$ cat src/design/rtnh_pkg.sv
`timescale 1ns / 1ps
// Package: item types, sequencer codes and micro-op table of the ray/triangle nearest-hit block
package rtnh_pkg;

  localparam int DW    = 128;
  localparam int YW    = 34;
  localparam int MCW   = 6;
  localparam int DCW   = 7;
  localparam int SCW   = 5;
  localparam int MOP_W = 5;

  localparam logic CMD_RAY = 1'b0;
  localparam logic CMD_TRI = 1'b1;

  localparam logic [MOP_W-1:0] MOP_TRI_FIRST = 5'd0;
  localparam logic [MOP_W-1:0] MOP_TRI_LAST  = 5'd23;
  localparam logic [MOP_W-1:0] MOP_RAY_FIRST = 5'd24;
  localparam logic [MOP_W-1:0] MOP_RAY_LAST  = 5'd26;
  localparam logic [MOP_W-1:0] MOP_PT_FIRST  = 5'd27;

  localparam logic [30:0] DIST_MAX = 31'h7FFF_FFFF;
  localparam logic [33:0] OFF_LIM  = 34'h2_0000_0000;

  typedef struct packed {
    logic               command;
    logic signed [31:0] ax;
    logic signed [31:0] ay;
    logic signed [31:0] az;
    logic signed [31:0] bx;
    logic signed [31:0] by_coord;
    logic signed [31:0] bz;
    logic signed [31:0] cx;
    logic signed [31:0] cy;
    logic signed [31:0] cz;
    logic [23:0]        tri_color;
    logic               last_triangle;
  } in_item_t;

  typedef struct packed {
    logic [23:0]        pixel_color;
    logic               hit;
    logic signed [31:0] hit_x;
    logic signed [31:0] hit_y;
    logic signed [31:0] hit_z;
  } out_item_t;

  typedef enum logic [4:0] {
    SRC_D0, SRC_D1, SRC_D2,
    SRC_T0, SRC_T1, SRC_T2,
    SRC_E10, SRC_E11, SRC_E12,
    SRC_E20, SRC_E21, SRC_E22,
    SRC_P0, SRC_P1, SRC_P2,
    SRC_Q0, SRC_Q1, SRC_Q2,
    SRC_LN
  } src_t;

  typedef enum logic [3:0] {
    DST_NONE,
    DST_P0, DST_P1, DST_P2,
    DST_Q0, DST_Q1, DST_Q2,
    DST_DEN, DST_AN, DST_BN, DST_LN,
    DST_SUM, DST_NUM
  } dst_t;

  typedef struct packed {
    src_t xsel;
    src_t ysel;
    logic first;
    logic neg;
    dst_t dst;
  } mop_t;

  typedef struct packed {
    logic start;
    logic first;
    logic neg;
  } mul_ctl_t;

  typedef enum logic [3:0] {
    ST_IDLE,
    ST_MUL_GO, ST_MUL_WAIT,
    ST_SQRT_GO, ST_SQRT_WAIT,
    ST_NORM_GO, ST_NORM_WAIT,
    ST_SIGN, ST_CHECK,
    ST_LAM_GO, ST_LAM_WAIT,
    ST_PT_DIV_GO, ST_PT_DIV_WAIT,
    ST_FIN
  } seq_state_t;

  // acc = (first ? 0 : acc) +/- x*y, written to dst when dst is set
  function automatic mop_t mop_rom(input logic [MOP_W-1:0] idx);
    mop_t m;
    case (idx)
      5'd0:  m = '{SRC_D1,  SRC_E22, 1'b1, 1'b0, DST_NONE};
      5'd1:  m = '{SRC_D2,  SRC_E21, 1'b0, 1'b1, DST_P0};
      5'd2:  m = '{SRC_D2,  SRC_E20, 1'b1, 1'b0, DST_NONE};
      5'd3:  m = '{SRC_D0,  SRC_E22, 1'b0, 1'b1, DST_P1};
      5'd4:  m = '{SRC_D0,  SRC_E21, 1'b1, 1'b0, DST_NONE};
      5'd5:  m = '{SRC_D1,  SRC_E20, 1'b0, 1'b1, DST_P2};
      5'd6:  m = '{SRC_P0,  SRC_E10, 1'b1, 1'b0, DST_NONE};
      5'd7:  m = '{SRC_P1,  SRC_E11, 1'b0, 1'b0, DST_NONE};
      5'd8:  m = '{SRC_P2,  SRC_E12, 1'b0, 1'b0, DST_DEN};
      5'd9:  m = '{SRC_P0,  SRC_T0,  1'b1, 1'b0, DST_NONE};
      5'd10: m = '{SRC_P1,  SRC_T1,  1'b0, 1'b0, DST_NONE};
      5'd11: m = '{SRC_P2,  SRC_T2,  1'b0, 1'b0, DST_AN};
      5'd12: m = '{SRC_T1,  SRC_E12, 1'b1, 1'b0, DST_NONE};
      5'd13: m = '{SRC_T2,  SRC_E11, 1'b0, 1'b1, DST_Q0};
      5'd14: m = '{SRC_T2,  SRC_E10, 1'b1, 1'b0, DST_NONE};
      5'd15: m = '{SRC_T0,  SRC_E12, 1'b0, 1'b1, DST_Q1};
      5'd16: m = '{SRC_T0,  SRC_E11, 1'b1, 1'b0, DST_NONE};
      5'd17: m = '{SRC_T1,  SRC_E10, 1'b0, 1'b1, DST_Q2};
      5'd18: m = '{SRC_Q0,  SRC_D0,  1'b1, 1'b0, DST_NONE};
      5'd19: m = '{SRC_Q1,  SRC_D1,  1'b0, 1'b0, DST_NONE};
      5'd20: m = '{SRC_Q2,  SRC_D2,  1'b0, 1'b0, DST_BN};
      5'd21: m = '{SRC_Q0,  SRC_E20, 1'b1, 1'b0, DST_NONE};
      5'd22: m = '{SRC_Q1,  SRC_E21, 1'b0, 1'b0, DST_NONE};
      5'd23: m = '{SRC_Q2,  SRC_E22, 1'b0, 1'b0, DST_LN};
      5'd24: m = '{SRC_E10, SRC_E10, 1'b1, 1'b0, DST_NONE};
      5'd25: m = '{SRC_E11, SRC_E11, 1'b0, 1'b0, DST_NONE};
      5'd26: m = '{SRC_E12, SRC_E12, 1'b0, 1'b0, DST_SUM};
      5'd27: m = '{SRC_LN,  SRC_D0,  1'b1, 1'b0, DST_NUM};
      5'd28: m = '{SRC_LN,  SRC_D1,  1'b1, 1'b0, DST_NUM};
      5'd29: m = '{SRC_LN,  SRC_D2,  1'b1, 1'b0, DST_NUM};
      default: m = '{SRC_D0, SRC_D0, 1'b1, 1'b0, DST_NONE};
    endcase
    return m;
  endfunction

endpackage

$ cat src/design/rtnh_sqrt.sv
`timescale 1ns / 1ps
// Digit-by-digit integer square root of a 64-bit value, one result bit per cycle
module rtnh_sqrt import rtnh_pkg::*; (
  input  logic        clk,
  input  logic        rst_n,
  input  logic        start,
  input  logic [63:0] val,
  output logic [31:0] root,
  output logic        done
);

  logic           busy_r;
  logic           done_r;
  logic [SCW-1:0] cnt_r;
  logic [63:0]    v_r;
  logic [63:0]    res_r;
  logic [63:0]    bit_r;
  logic [63:0]    trial;
  logic           ge;
  logic           last;

  assign trial = res_r + bit_r;
  assign ge    = (v_r >= trial);
  assign last  = (cnt_r == '1);
  assign root  = res_r[31:0];
  assign done  = done_r;

  always_ff @(posedge clk) begin
    if (!rst_n) begin
      busy_r <= 1'b0;
      done_r <= 1'b0;
    end else begin
      done_r <= busy_r && !start && last;
      if (start) begin
        busy_r <= 1'b1;
        cnt_r  <= '0;
        v_r    <= val;
        res_r  <= '0;
        bit_r  <= 64'h4000_0000_0000_0000;
      end else if (busy_r) begin
        if (ge) begin
          v_r   <= v_r - trial;
          res_r <= (res_r >> 1) + bit_r;
        end else begin
          res_r <= res_r >> 1;
        end
        bit_r <= bit_r >> 2;
        cnt_r <= cnt_r + 1'b1;
        if (last) begin
          busy_r <= 1'b0;
        end
      end
    end
  end

endmodule

$ cat config.mk
export PLATFORM = sky130hd
export DESIGN_NAME = rtnh_sqrt
export DESIGN_NICKNAME = d
export VERILOG_FILES = /design/src/design/rtnh_pkg.sv /design/src/design/rtnh_sqrt.sv
export SDC_FILE = /design/constraint.sdc
export NUM_CORES = 1
export LEC_CHECK = 0
export ABC_AREA = 0
export ABC_CLOCK_PERIOD_IN_PS = 15590
export BUFFER_PORTS_ARGS = -buffer_cell sky130_fd_sc_hd__buf_2
export CAP_MARGIN = 5
export CORE_MARGIN = 4
export CORE_UTILIZATION = 45
export DETAILED_ROUTE_END_ITERATION = 8
export REMOVE_ABC_BUFFERS = 1
export SYNTH_ARGS = -nofsm -noshare
export SYNTH_HDL_FRONTEND = slang
export SYNTH_SLANG_ARGS = --single-unit
$ cat constraint.sdc
create_clock -name clk -period 15.59 [get_ports clk]
set_input_delay 1.559 -clock clk [delete_from_list [all_inputs] [get_ports clk]]
set_output_delay 1.559 -clock clk [all_outputs]
set_load 0.02 [all_outputs]
# ---- Word level (Yosys, flattened, before mapping)
# Index checks and enable logic that the tools add are counted.
dict set report totals {
  regBits 167
  word_cells 29
  inputBits 67
}
dict set report classes {
  addsub 4
  n_reduce_logical 7
  n_eq_ne 1
  mux 10
  n_lt_le_gt_ge 1
}
# cell n
set ops {}
lappend ops {{64-bit two-way mux} 5}
lappend ops {{63-bit by 63-bit adder with 64-bit output} 1}
lappend ops {{64-bit by 63-bit adder with 64-bit output} 1}
lappend ops {{64-bit >= comparator} 1}
lappend ops {{64-bit subtractor} 1}
lappend ops {{63-bit two-way mux} 1}
lappend ops {{5-bit by 1-bit adder with 5-bit output (second input constant)} 1}
lappend ops {{5-bit == test (second input constant)} 1}
lappend ops {{5-bit two-way mux} 1}
lappend ops {{2-bit nonzero test} 2}
lappend ops {{1-bit two-way mux} 3}
lappend ops {{3-bit AND reduction} 1}
lappend ops {{1-bit logical AND} 2}
lappend ops {{2-bit AND reduction} 1}
lappend ops {{1-bit zero test} 1}

# ---- Logic depth before layout (Yosys ltp)
# Gate-level depths: netlist of run 1.
dict set report logic_depth {
  ltp_word 5
  depth_mapped 24
}

# ---- Least setup slack after synthesis of run 1
# No wires, ideal clock.
dict set report synth_path {
  path_kind {input-to-reg}
  from {input start}
  to {register v_r[0] (enable)}
  arrival_time_ns 9.284
  path_slack_ns 5.722
  cell_stages 4
  cell_sequence {clkbuf_1 clkbuf_1 o21a_1 a21boi_0}
}
dict set report synth_between {
  elab_chain_len 2
  elab_cells_between_ends 3
  cone_classes {3 x reduce/logical}
}
# element line
set synth_rtl {}
lappend synth_rtl {{from (decl)} rtnh_sqrt.sv:6} ;# input logic start,
lappend synth_rtl {{2-bit nonzero test (no line)} -}
lappend synth_rtl {{3-bit AND reduction (no line) (*)} -}
lappend synth_rtl {{to (signal assigned)} rtnh_sqrt.sv:37} ;# v_r <= val;
lappend synth_rtl {{to (signal assigned)} rtnh_sqrt.sv:42} ;# v_r <= v_r - trial;
lappend synth_rtl {{to (decl)} rtnh_sqrt.sv:15} ;# logic [63:0] v_r;
# Mark *: on every way between the ends. The rest lies on a longest branch, timed or not.
# A chain may end at the register's enable or synchronous reset.

# ---- Worst setup path in the final report of run 1
dict set report layout_path {
  from {register res_r[4]}
  to {register v_r[63] (enable)}
}
dict set report layout_between {
  elab_chain_len 4
}
# element line
set layout_rtl {}
lappend layout_rtl {{from (decl)} rtnh_sqrt.sv:16} ;# logic [63:0] res_r;
lappend layout_rtl {{from (signal assigned)} rtnh_sqrt.sv:43} ;# res_r <= (res_r >> 1) + bit_r;
lappend layout_rtl {{from (signal assigned)} rtnh_sqrt.sv:45} ;# res_r <= res_r >> 1;
lappend layout_rtl {{64-bit by 63-bit adder with 64-bit output} rtnh_sqrt.sv:22} ;# assign trial = res_r + bit_r;
lappend layout_rtl {{64-bit >= comparator} rtnh_sqrt.sv:23} ;# assign ge = (v_r >= trial);
lappend layout_rtl {{2-bit nonzero test (no line)} -}
lappend layout_rtl {{3-bit AND reduction (no line)} -}
# Every way passes these cells.

==> run summary, run 1 <==
Drt total wl -> 46,400 um
Number of enable flip-flop cells after synthesis -> 165
Area taken by flip-flops and latches -> 0.00499 sq mm
Initial standard-cell utilization of the core -> 0.460
Leading post-synthesis cells by instance count -> 225 x sky130_fd_sc_hd__nand2_1, 165 x sky130_fd_sc_hd__edfxtp_1, 150 x sky130_fd_sc_hd__nor2_1, 134 x sky130_fd_sc_hd__a21oi_1, 133 x sky130_fd_sc_hd__o21ai_0
Number of global-route vias before repair -> 13.4k
Most numerous cell in the Yosys netlist -> sky130_fd_sc_hd__nand2_1
Summed instance area of the synthesized netlist -> 0.0161 sq mm
Global-route total usage across every layer -> 0.235
Area of the multi-input gates -> 0.0104 sq mm
Clock Tree Root -> sky130_fd_sc_hd__clkbuf_16
Synthesized flop and latch total -> 167
Yosys warning total -> 0
Fin Clk Skew -> 0.0114 ns
Period Utilization, post-route -> 0.408
Initial DRC count -> 1,484
Total chip power -> 0.00215 W
CP endpoint kind -> flip-flop
Achievable Freq -> 0.157 GHz
Aggregate global routing overflow -> 0
Fraction of power consumed by combinational cells -> 0.499
Most instantiated flip-flop cell in the synthesis netlist -> sky130_fd_sc_hd__edfxtp_1
CTS sink cnt -> 167
Final count of pins violating max slew -> 0
Number of endpoints failing setup at the final stage -> 0
Buffers inserted during post-CTS setup optimization -> 0
Number of buffers and inverters on the critical path -> 2
Yosys top cell area share -> 0.309
Run status -> finished, final reports clean
Number of DRC violations after detailed routing -> 0
Number of routed nets with antenna violations -> 0
Buffers added on ports -> 99
Floorplan Core Area -> 0.0349 sq mm
DIE AREA -> 0.0388 sq mm
Clk pwr share -> 0.201
Post-layout utilization of the core -> 0.495
Power Internal -> 0.00120 W
Data arrival time of the worst path -> 6.44 ns
Number of vias per cell -> 6.04
Post-layout minimum cycle time -> 6.36 ns
Cell-by-cell listing of the critical path -> ha_1, a21oi_1, o21bai_1, and2_1, a221o_1, a21boi_1, o21ai_0, a21oi_1, o21bai_1, xnor2_1, ha_1, a21oi_1, o21bai_1, a31oi_1, o21ai_1, o21ai_0, o21ai_2, buf_4, nand2_1, a21boi_4, buf_4
Switching Share -> 0.442
Number of failing hold endpoints at the final stage -> 0
Antenna violations before repair -> 0
Proportion of synthesized chip area in sequential cells -> 0.311
Leakage -> 6.61 nW
Dominant cells by area after synthesis -> sky130_fd_sc_hd__edfxtp_1 31%, sky130_fd_sc_hd__ha_1 10%, sky130_fd_sc_hd__nand2_1 5.3%, sky130_fd_sc_hd__xor2_1 5.2%, sky130_fd_sc_hd__a21oi_1 4.2%
DIE HEIGHT -> 197 um
Cell taking the most area after synthesis -> sky130_fd_sc_hd__edfxtp_1
Post-DR wirelength/cell -> 19.5 um
Relative contribution of sequential cells to total power -> 0.300
Switching power -> 0.000948 W
Number of buffers inserted for hold repair after clock tree synthesis -> 0
Crit path largest cell delay -> 0.67 ns
Number of H-tree levels -> 4
Half-perimeter wire length of the detailed placement result -> 35,400 um
CP max stage cell -> sky130_fd_sc_hd__buf_4
Number of diodes added for antenna fixing -> 0
Count of pins on the block boundary -> 100
Number of buffers created by CTS -> 17
Transition time at the pin with the least slew margin -> 1.01 ns
Highest ir drop seen on vdd -> 0.0840 mV
Global placer's final weighted congestion -> 0.991
CTS tree -> yes
Clock Pin Slew Worst Setup and Hold Paths -> 0.08 ns
Number of standard cells after synthesis -> 1,892
Placement Rows -> 68
Unrepaired setup endpoints after global routing -> false
Number of iterations in the first detailed-routing pass -> 6
Worst-path maximum fanout -> 64
Maximum count of clock buffers along a single path -> 2
Filler cell count -> 3,392
Critical Path Source Type -> flip-flop
Final setup TNS -> 0 ns
Pin count of the biggest net entering global routing -> 102
Average footprint of a synthesized cell -> 8.49 sq um
Post-CTS Resized -> 0
Global-route wire length before repair -> 73,600 um
Insertion delay of the later-clocked pin in the worst-skew pair -> 0.46 ns
Max capacitance violation total -> 0
Dominant delay contributor by cell family on the critical path -> compound AO/OA/AOI/OAI gates
Overall via count from detail_route -> 14.4k
Count of distinct cell types in the synthesized netlist -> 88
Hold WC Path Type -> flip-flop to flip-flop
Data required time at the worst endpoint -> 15.67 ns
P per Cell Area -> 124 mW/mm^2
Slew HR -> 0.321
DIE WIDTH -> 197 um
Critical path start-end classification -> flip-flop to flip-flop
Share of flip-flops with an asynchronous set or reset after synthesis -> 0
Number of nets in the finished design -> 2,112
Share of layout cells above drive strength 1 -> 0.0966
Layout-stage area growth over the synthesis result -> 7.44%
state kept, by name (all words and copies together), names as in the netlist:
signal  flops
res_r      64
cnt_r       5
busy_r      1
done        1
v_r        64
bit_r      32
metrics by stage:
step	setup slack (ns)	area, sq um	hold WS [ns]	std cells
finish	9.23	17300	0.504	2380
global route	8.70	17300	0.520	2380
CTS	9.21	17300	0.507	2380
detailed placement	9.24	16700	0.497	2348
global placement	9.40	16700	0.478	2348
floorplan	5.13	15500	0.454	1786
worst paths after layout:
| check | cells after the start | from | endpoint | slack, ns |
|---|---|---|---|---|
| hold reg to reg | 1 | busy_r | done | 0.50 |
| setup reg to reg | 21 | res_r[4] | v_r[63] | 9.23 |
| hold / removal | 1 | busy_r | done | 0.50 |
| setup / recovery | 21 | res_r[4] | v_r[63] | 9.23 |
routing by layer:
layer | up-vias | part of all wire | wire [um] | track usage
li1 | 7087 | - | - | -
met1 | 6780 | 0.51 | 23400 | 0.365
met2 | 455 | 0.42 | 19600 | 0.346
met3 | 47 | 0.054 | 2490 | 0.0274
met4 | 0 | 0.019 | 876 | 0.0614
met5 | - | 0 | 0 | 0
worst reg2reg max path, stage by stage (launching register included):
cell and delay [ns]:
sky130_fd_sc_hd__edfxtp_1 0.50, sky130_fd_sc_hd__ha_1 0.39, sky130_fd_sc_hd__a21oi_1 0.17, sky130_fd_sc_hd__o21bai_1 0.09, sky130_fd_sc_hd__and2_1 0.22, sky130_fd_sc_hd__a221o_1 0.35
sky130_fd_sc_hd__a21boi_1 0.33, sky130_fd_sc_hd__o21ai_0 0.30, sky130_fd_sc_hd__a21oi_1 0.37, sky130_fd_sc_hd__o21bai_1 0.12, sky130_fd_sc_hd__xnor2_1 0.17, sky130_fd_sc_hd__ha_1 0.45
sky130_fd_sc_hd__a21oi_1 0.12, sky130_fd_sc_hd__o21bai_1 0.18, sky130_fd_sc_hd__a31oi_1 0.11, sky130_fd_sc_hd__o21ai_1 0.29, sky130_fd_sc_hd__o21ai_0 0.22, sky130_fd_sc_hd__o21ai_2 0.15
sky130_fd_sc_hd__buf_4 0.35, sky130_fd_sc_hd__nand2_1 0.18, sky130_fd_sc_hd__a21boi_4 0.17, sky130_fd_sc_hd__buf_4 0.67
power by group through the flow:
stage / clock (W) / combinational [W] / sequential (W)
floorplan: 0 / 0.000779 / 0.000642
global placement: 0 / 0.00104 / 0.000650
detailed placement: 0 / 0.00105 / 0.000651
CTS: 0.000441 / 0.00106 / 0.000643
global route: 0.000458 / 0.00119 / 0.000651
finish: 0.000431 / 0.00107 / 0.000645
layout by cell type (no fill, tap or decap), types with 31 or more instances in the layout:
cell type                  instances
sky130_fd_sc_hd__xor2_1           96
sky130_fd_sc_hd__a21oi_1         134
sky130_fd_sc_hd__nand2_1         225
sky130_fd_sc_hd__a211oi_1         34
sky130_fd_sc_hd__o21ai_0         133
sky130_fd_sc_hd__nor2b_1          50
sky130_fd_sc_hd__ha_1            132
sky130_fd_sc_hd__edfxtp_1        165
sky130_fd_sc_hd__xnor2_1          63
sky130_fd_sc_hd__o21bai_1         37
sky130_fd_sc_hd__a21o_1           48
sky130_fd_sc_hd__nor3_1           31
sky130_fd_sc_hd__nor2_1          150
sky130_fd_sc_hd__nand3_1          61
sky130_fd_sc_hd__buf_2            98
sky130_fd_sc_hd__nand4_1          43
sky130_fd_sc_hd__inv_1            44
sky130_fd_sc_hd__a31oi_1          60
area by class of cell:
cell class,count,area share
timing repair buffer,107,0.0326
multi-input combinational,1574,0.601
clock buffer,17,0.0247
sequential,167,0.290
tap,455,0.0330
inverter,45,0.00979
clock inverter,15,0.00907
cells by family after synthesis:
family / after synthesis / share of synthesized area
AND/OR/NAND/NOR: 681 / 0.206
multiplexers: 6 / 0.00405
AO/OA/AOI/OAI: 595 / 0.244
adder cells (fa/ha/maj): 133 / 0.104
XOR/XNOR: 159 / 0.0867
buffers and inverters: 151 / 0.0443
flip-flops: 167 / 0.311
No activity file was read; power rests on OpenSTA's default activity.
==> inputs of run 2 (changes only) <==
--- a/config.mk
+++ b/config.mk
@@ -6,7 +6,7 @@
 export NUM_CORES = 1
 export LEC_CHECK = 0
 export ABC_AREA = 0
-export ABC_CLOCK_PERIOD_IN_PS = 15590
+export ABC_CLOCK_PERIOD_IN_PS = 6180
 export BUFFER_PORTS_ARGS = -buffer_cell sky130_fd_sc_hd__buf_2
 export CAP_MARGIN = 5
 export CORE_MARGIN = 4
==> constraint.sdc (replaced) <==
create_clock -name clk -period 6.18 [get_ports clk]
set_input_delay 0.618 -clock clk [delete_from_list [all_inputs] [get_ports clk]]
set_output_delay 0.618 -clock clk [all_outputs]
set_load 0.02 [all_outputs]
==> run 2 against run 1 <==
Design area rose by 1.2%; highest routed layer unchanged; register-to-register slack got worse by 8.9 ns; worst hold slack got worse by 0.087 ns; sequential power rose by 150%; critical path depth rose by 2; final cell count rose by 0.80%; combinational power rose to 2.6 times the previous value; global-route usage rose by 0.29 points.
==> run summary, run 2 (synthesis results as in run 1) <==
Run status -> finished, final reports clean
Global placer's final weighted congestion -> 0.947 (-4.4%)
Slew HR -> 0.344 (+0.0231)
Post-CTS Resized -> 0 (unchanged)
Initial DRC count -> 1,278 (-14%)
Number of non-filler instances in the completed layout -> 2,399 (+0.80%)
Worst-path maximum fanout -> 6 (-91%)
Critical Path Source Type -> flip-flop
Number of buffers created by CTS -> 17 (unchanged)
Number of nets in the finished design -> 2,131 (+0.90%)
Global-route total usage across every layer -> 0.238 (+0.00290)
Number of buffers inserted for hold repair after clock tree synthesis -> 0 (unchanged)
Floorplan Core Area -> 0.0349 sq mm (unchanged)
Number of vias per cell -> 6.06 (+0.32%)
Number of DRC violations after detailed routing -> 0 (unchanged)
Number of global-route vias before repair -> 13.6k (+1.2%)
Power Internal -> 0.00313 W (+160%)
Post-DR wirelength/cell -> 19.6 um (+0.65%)
Buffers added on ports -> 99 (unchanged)
Met2 track utilization from global routing -> 0.355 (+0.00904)
Critical path start-end classification -> flip-flop to flip-flop
Placed Cells -> 2,367 (+0.81%)
Leakage -> 6.73 nW (+1.8%)
Achievable Freq -> 0.172 GHz (+9.1%)
Crit path largest cell delay -> 0.41 ns (-0.26 ns)
Highest ir drop seen on vdd -> 0.200 mV (+140%)
Max capacitance violation total -> 0 (unchanged)
Hold WC Path Type -> primary input to flip-flop
Relative contribution of sequential cells to total power -> 0.293 (-0.007)
Met3 track demand over resource in global routing -> 0.0270 (-0.000342)
DIE HEIGHT -> 197 um (unchanged)
P per Cell Area -> 315 mW/mm^2 (+150%)
Number of endpoints failing setup at the final stage -> 0 (unchanged)
Clk pwr share -> 0.205 (+0.004)
Initial standard-cell utilization of the core -> 0.460 (unchanged)
Number of iterations in the first detailed-routing pass -> 8 (+2)
Number of H-tree levels -> 4 (unchanged)
Maximum count of clock buffers along a single path -> 2 (unchanged)
Half-perimeter wire length of the detailed placement result -> 36,100 um (+2.1%)
Busiest layer in global routing -> met1
Post-layout minimum cycle time -> 5.83 ns (-0.529 ns)
Filler cell count -> 3,367 (-0.74%)
Worst path most repeated cell -> sky130_fd_sc_hd__ha_1
Number of failing hold endpoints at the final stage -> 0 (unchanged)
Drt total wl -> 47,000 um (+1.5%)
Post-layout utilization of the core -> 0.501 (+0.00610)
CP endpoint kind -> flip-flop
Period Utilization, post-route -> 0.943 (+0.535)
Pin count of the biggest net entering global routing -> 96 (-5.9%)
Switching power -> 0.00237 W (+150%)
Clock Pin Slew Worst Setup and Hold Paths -> 0.08 ns (about the same)
CTS sink cnt -> 167 (unchanged)
Aggregate global routing overflow -> 0 (unchanged)
Final worst slack -> 0.351 ns (-8.88 ns)
Transition time at the pin with the least slew margin -> 0.978 ns (-0.0344 ns)
Met1 usage in global routing -> 0.369 (+0.00383)
Cell-by-cell listing of the critical path -> ha_1, ha_1, a21oi_1, o31ai_1, buf_4, a21o_1, nor3b_1, buf_4, o311a_1, nor2_1, nor2_1, o21ai_0, xor2_1, ha_1, and3_1, and2_0, a221oi_1, nand2_1, o2bb2ai_1, a211oi_1, o21ai_0, nand3_1, a31o_2
Count of pins on the block boundary -> 100 (unchanged)
CP max stage cell -> sky130_fd_sc_hd__edfxtp_1
Layout-stage area growth over the synthesis result -> 8.77%
Overall via count from detail_route -> 14.5k (+1.1%)
Clock Tree Root -> sky130_fd_sc_hd__clkbuf_16
Number of buffers and inverters on the critical path -> 2 (unchanged)
Unrepaired setup endpoints after global routing -> true
DIE AREA -> 0.0388 sq mm (unchanged)
Leading cell types in the layout, fill and taps excluded -> 225 x sky130_fd_sc_hd__nand2_1, 165 x sky130_fd_sc_hd__edfxtp_1, 150 x sky130_fd_sc_hd__nor2_1
Final setup TNS -> 0 ns (unchanged)
Fraction of power consumed by combinational cells -> 0.502 (+0.003)
Number of diodes added for antenna fixing -> 0 (unchanged)
Buffers inserted during post-CTS setup optimization -> 0 (unchanged)
CTS tree -> yes
Global-route wire length before repair -> 74,400 um (+1.2%)
Data required time at the worst endpoint -> 6.40 ns (-9.27 ns)
Number of routed nets with antenna violations -> 0 (unchanged)
Insertion delay of the later-clocked pin in the worst-skew pair -> 0.46 ns (about the same)
Fin Clk Skew -> 0.0104 ns (-0.00108 ns)
Data arrival time of the worst path -> 6.05 ns (-0.39 ns)
Share of layout cells above drive strength 1 -> 0.108 (+0.0109)
Total chip power -> 0.00550 W (+160%)
Most common library cell in the layout ignoring fill and taps -> sky130_fd_sc_hd__nand2_1
Dominant delay contributor by cell family on the critical path -> compound AO/OA/AOI/OAI gates
Antenna violations before repair -> 0 (unchanged)
Final count of pins violating max slew -> 0 (unchanged)
Placement Rows -> 68 (unchanged)
Switching Share -> 0.432 (-0.0100)
DIE WIDTH -> 197 um (unchanged)
Pre-CTS WS -> 0.262 ns (-8.97 ns)
Biggest regs -> res_r: 64 flops, v_r: 64 flops, bit_r: 32 flops
## run 2: cell types whose count changed in the layout (fill, tap and decap cells not counted), moves of 2 or more
cell	before	now
sky130_fd_sc_hd__clkinv_4	2	4
sky130_fd_sc_hd__clkinv_1	1	3
sky130_fd_sc_hd__clkinv_8	2	0
sky130_fd_sc_hd__buf_4	8	25
sky130_fd_sc_hd__buf_12	0	2
sky130_fd_sc_hd__inv_8	6	4
sky130_fd_sc_hd__bufinv_16	0	2
## run 2: metrics by stage
stage,cell area (sq um),hold WS (ns)
after global routing,17500,0.420
after detailed placement,16800,0.486
after global placement,16800,0.481
final,17500,0.417
after CTS,17400,0.404
after floorplan,15500,0.454
## run 2: worst register-to-register path, cell delays in order, from the launching register on
cell	delay [ns]
sky130_fd_sc_hd__edfxtp_1	0.41
sky130_fd_sc_hd__ha_1	0.26
sky130_fd_sc_hd__ha_1	0.22
sky130_fd_sc_hd__a21oi_1	0.26
sky130_fd_sc_hd__o31ai_1	0.12
sky130_fd_sc_hd__buf_4	0.16
sky130_fd_sc_hd__a21o_1	0.17
sky130_fd_sc_hd__nor3b_1	0.15
sky130_fd_sc_hd__buf_4	0.15
sky130_fd_sc_hd__o311a_1	0.39
sky130_fd_sc_hd__nor2_1	0.25
sky130_fd_sc_hd__nor2_1	0.08
sky130_fd_sc_hd__o21ai_0	0.19
sky130_fd_sc_hd__xor2_1	0.29
sky130_fd_sc_hd__ha_1	0.37
sky130_fd_sc_hd__and3_1	0.26
sky130_fd_sc_hd__and2_0	0.16
sky130_fd_sc_hd__a221oi_1	0.38
sky130_fd_sc_hd__nand2_1	0.11
sky130_fd_sc_hd__o2bb2ai_1	0.32
sky130_fd_sc_hd__a211oi_1	0.14
sky130_fd_sc_hd__o21ai_0	0.36
sky130_fd_sc_hd__nand3_1	0.14
sky130_fd_sc_hd__a31o_2	0.26
## run 2: routing by layer
layer | vias up | wire, um | part of all wire
met5 | - | 0 | 0
met4 | 0 | 830 | 0.018
met3 | 52 | 2780 | 0.059
met2 | 465 | 20100 | 0.43
met1 | 6853 | 23300 | 0.50
li1 | 7160 | - | -
## run 2: power groups by stage
stage / Combinational (W) / Sequential [W] / Clock (W)
detailed placement: 0.00271 / 0.00162 / 0
CTS: 0.00272 / 0.00160 / 0.00115
global placement: 0.00268 / 0.00163 / 0
global route: 0.00306 / 0.00162 / 0.00120
floorplan: 0.00196 / 0.00162 / 0
finish: 0.00276 / 0.00161 / 0.00113
## run 2: path summary, 6_finish.rpt
check                           slack (ns)      from  endpoint  cells after the start
worst max-delay path                  0.35  res_r[0]   v_r[59]                     23
worst min-delay path                  0.42     rst_n      done                      2
worst max register to register        0.35  res_r[0]   v_r[59]                     23
worst min register to register        0.49    busy_r      done                      1
## run 2: layout make-up
class	instances	area (sq um)	area share
Timing Repair Buffer	126	729	0.0418
Sequential cell	167	4990	0.286
Tap cell	455	569	0.0326
Multi-Input combinational cell	1574	10400	0.596
Clock buffer	17	425	0.0244
Inverter	45	169	0.00967
Clock inverter	15	170	0.00974
==> inputs of run 3 (changes only) <==
--- a/config.mk
+++ b/config.mk
@@ -10,8 +10,9 @@
 export BUFFER_PORTS_ARGS = -buffer_cell sky130_fd_sc_hd__buf_2
 export CAP_MARGIN = 5
 export CORE_MARGIN = 4
-export CORE_UTILIZATION = 45
+export CORE_UTILIZATION = 53
 export DETAILED_ROUTE_END_ITERATION = 8
+export PLACE_DENSITY = 0.71
 export REMOVE_ABC_BUFFERS = 1
 export SYNTH_ARGS = -nofsm -noshare
 export SYNTH_HDL_FRONTEND = slang
==> run 3 against run 2 <==
Worst hold slack barely moved; first-iteration DRC count rose by 14%; via count rose by 0.28%.
==> run summary, run 3 (synthesis results as in run 1) <==
Biggest regs -> res_r: 64 flops, v_r: 64 flops, bit_r: 32 flops
Half-perimeter wire length of the detailed placement result -> 34,400 um (-4.6%)
P per Cell Area -> 315 mW/mm^2 (about the same)
Number of routed nets with antenna violations -> 0 (unchanged)
Critical path start-end classification -> flip-flop to flip-flop
Worst hold path cell count -> 2 (unchanged)
Reg-to-reg startpoint -> res_r[2]
Placement Rows -> 63 (-7.4%)
Total chip power -> 0.00547 W (-0.57%)
Transition time at the pin with the least slew margin -> 0.883 ns (-0.0947 ns)
Post-layout minimum cycle time -> 5.72 ns (-0.111 ns)
Final count of pins violating max slew -> 0 (unchanged)
Startpoint of the most critical hold path -> rst_n
Slew HR -> 0.408 (+0.0635)
Drt total wl -> 45,000 um (-4.3%)
Area of the multi-input gates -> 0.0104 sq mm (-0.26%)
Hold WC Path Type -> primary input to flip-flop
Initial standard-cell utilization of the core -> 0.539 (+0.0786)
Number of buffers created by CTS -> 17 (unchanged)
Leakage -> 6.71 nW (-0.24%)
DIE WIDTH -> 182 um (-7.5%)
Number of endpoints failing setup at the final stage -> 0 (unchanged)
Global placer's final weighted congestion -> 0.967 (+2.1%)
Number of buffers inserted for hold repair after clock tree synthesis -> 0 (unchanged)
Global-route total usage across every layer -> 0.265 (+0.0267)
Highest ir drop seen on vdd -> 0.233 mV (+16%)
Sink of the worst hold path -> done
Buffers added on ports -> 99 (unchanged)
Fin Clk Skew -> 0.0108 ns (+0.000424 ns)
Maximum count of clock buffers along a single path -> 2 (unchanged)
Global-route wire length before repair -> 71,500 um (-3.9%)
Reg2Reg Capture Point -> v_r[23]
Number of iterations in the first detailed-routing pass -> 5 (-3)
Share of layout cells above drive strength 1 -> 0.105 (-0.00298)
Number of vias per cell -> 6.25 (+3.2%)
Final worst slack -> 0.462 ns (+0.111 ns)
Pin count of the biggest net entering global routing -> 92 (-4.2%)
Unrepaired setup endpoints after global routing -> false
Number of nets in the finished design -> 2,129 (-0.094%)
DP Area -> 0.0168 sq mm (-0.51%)
DIE HEIGHT -> 182 um (-7.5%)
Number of cells on the worst reg-to-reg path -> 20 (-13%)
Total non-filler cell area in the finished layout -> 0.0174 sq mm (-0.60%)
Number of H-tree levels -> 4 (unchanged)
Number of diodes added for antenna fixing -> 0 (unchanged)
Pre-CTS WS -> 0.240 ns (-0.0215 ns)
Worst-path maximum fanout -> 64 (+58)
Area taken by flip-flops and latches -> 0.00499 sq mm (unchanged)
CP endpoint kind -> flip-flop
Floorplan Core Area -> 0.0298 sq mm (-15%)
Number of DRC violations after detailed routing -> 0 (unchanged)
Achievable Freq -> 0.175 GHz (+1.9%)
CTS tree -> yes
Data required time at the worst endpoint -> 6.29 ns (-0.11 ns)
Worst-case register-to-register setup slack -> 0.46 ns (+0.11 ns)
Number of failing hold endpoints at the final stage -> 0 (unchanged)
Number of global-route vias before repair -> 13.5k (-0.46%)
Layout-stage area growth over the synthesis result -> 8.11%
Filler cell count -> 2,726 (-19%)
Max capacitance violation total -> 0 (unchanged)
Insertion delay of the later-clocked pin in the worst-skew pair -> 0.46 ns (about the same)
Run status -> finished, final reports clean
Leading cell types in the layout, fill and taps excluded -> 224 x sky130_fd_sc_hd__nand2_1, 165 x sky130_fd_sc_hd__edfxtp_1, 150 x sky130_fd_sc_hd__nor2_1
Final setup TNS -> 0 ns (unchanged)
Data arrival time of the worst path -> 5.83 ns (-0.22 ns)
Most common library cell in the layout ignoring fill and taps -> sky130_fd_sc_hd__nand2_1
Antenna violations before repair -> 0 (unchanged)
Clock Pin Slew Worst Setup and Hold Paths -> 0.08 ns (about the same)
Post-layout utilization of the core -> 0.583 (+0.0820)
Count of pins on the block boundary -> 100 (unchanged)
Period Utilization, post-route -> 0.925 (-0.0180)
Overall via count from detail_route -> 14.6k (+0.28%)
Clock Tree Root -> sky130_fd_sc_hd__clkbuf_16
Aggregate global routing overflow -> 0 (unchanged)
Initial DRC count -> 1,460 (+14%)
DIE AREA -> 0.0331 sq mm (-15%)
Post-DR wirelength/cell -> 19.3 um (-1.6%)
CTS sink cnt -> 167 (unchanged)
Critical Path Source Type -> flip-flop
run 3: cell count changes in the layout (fill, tap and decap cells not counted), moves of 2 or more:
cell / delta
sky130_fd_sc_hd__buf_4: -4
sky130_fd_sc_hd__bufinv_16: -2
sky130_fd_sc_hd__buf_12: +2
sky130_fd_sc_hd__clkinv_8: +4
run 3: worst max path at each step:
stage	startpoint	endpoint	slack [ns]	depth (start not counted)
5_1_grt	res_r[2]	res_r[14]	0.03	22
4_1_cts	bit_r[4]	res_r[47]	0.20	21
6_report	res_r[2]	v_r[23]	0.46	20
3_5_place_dp	bit_r[4]	res_r[47]	0.24	21
2_1_floorplan	res_r[16]	v_r[0]	-4.28	17
3_3_place_gp	bit_r[4]	res_r[47]	0.40	21
run 3: layout make-up:
class / instances / area share
inverters: 45 / 0.00973
repair buffers: 124 / 0.0426
multi-input cells: 1574 / 0.598
well taps: 390 / 0.0281
clock buffers: 17 / 0.0245
flip-flops and latches: 167 / 0.288
clock inverters: 15 / 0.00944
run 3: power breakdown:
part,total [W],leakage (nW),internal [W],switching [W]
Combinational,0.00278,4.82,0.00107,0.00170
Clock,0.00108,0.287,0.000540,0.000539
Sequential,0.00161,1.61,0.00146,0.000148
Total,0.00547,6.71,0.00308,0.00239
run 3: repair_timing:
item,CTS,global route
endpoints found under the setup margin,0,95
gates resized for setup,0,2
buffers inserted,0,2
run 3: stage by stage:
step                hold WS, ns  instances
finish                    0.416       2332
global route              0.421       2332
CTS                       0.404       2330
detailed placement        0.490       2298
global placement          0.483       2298
floorplan                 0.454       1786
run 3: layer usage:
| metal | vias up | track usage | wire, um |
|---|---|---|---|
| met4 | 0 | 0.0591 | 700 |
| met3 | 55 | 0.0486 | 3160 |
| met1 | 6872 | 0.399 | 21600 |
| met5 | - | 0 | 0 |
| li1 | 7133 | - | - |
| met2 | 511 | 0.396 | 19500 |
run 3: worst max-delay path, cell delays in order (launching register included):
cell and delay, ns:
sky130_fd_sc_hd__edfxtp_1 0.48, sky130_fd_sc_hd__ha_1 0.39, sky130_fd_sc_hd__nand3_1 0.09, sky130_fd_sc_hd__nand2_1 0.08
sky130_fd_sc_hd__and2_1 0.20, sky130_fd_sc_hd__a221o_1 0.36, sky130_fd_sc_hd__a21boi_1 0.33, sky130_fd_sc_hd__o21ai_0 0.29
sky130_fd_sc_hd__a21oi_1 0.38, sky130_fd_sc_hd__o21bai_1 0.13, sky130_fd_sc_hd__xnor2_1 0.15, sky130_fd_sc_hd__ha_1 0.45
sky130_fd_sc_hd__a21oi_1 0.11, sky130_fd_sc_hd__o21bai_1 0.19, sky130_fd_sc_hd__a31oi_1 0.12, sky130_fd_sc_hd__o21ai_1 0.29
sky130_fd_sc_hd__o21ai_0 0.23, sky130_fd_sc_hd__o21ai_2 0.25, sky130_fd_sc_hd__nand2_2 0.19, sky130_fd_sc_hd__a21boi_4 0.23
sky130_fd_sc_hd__buf_12 0.29
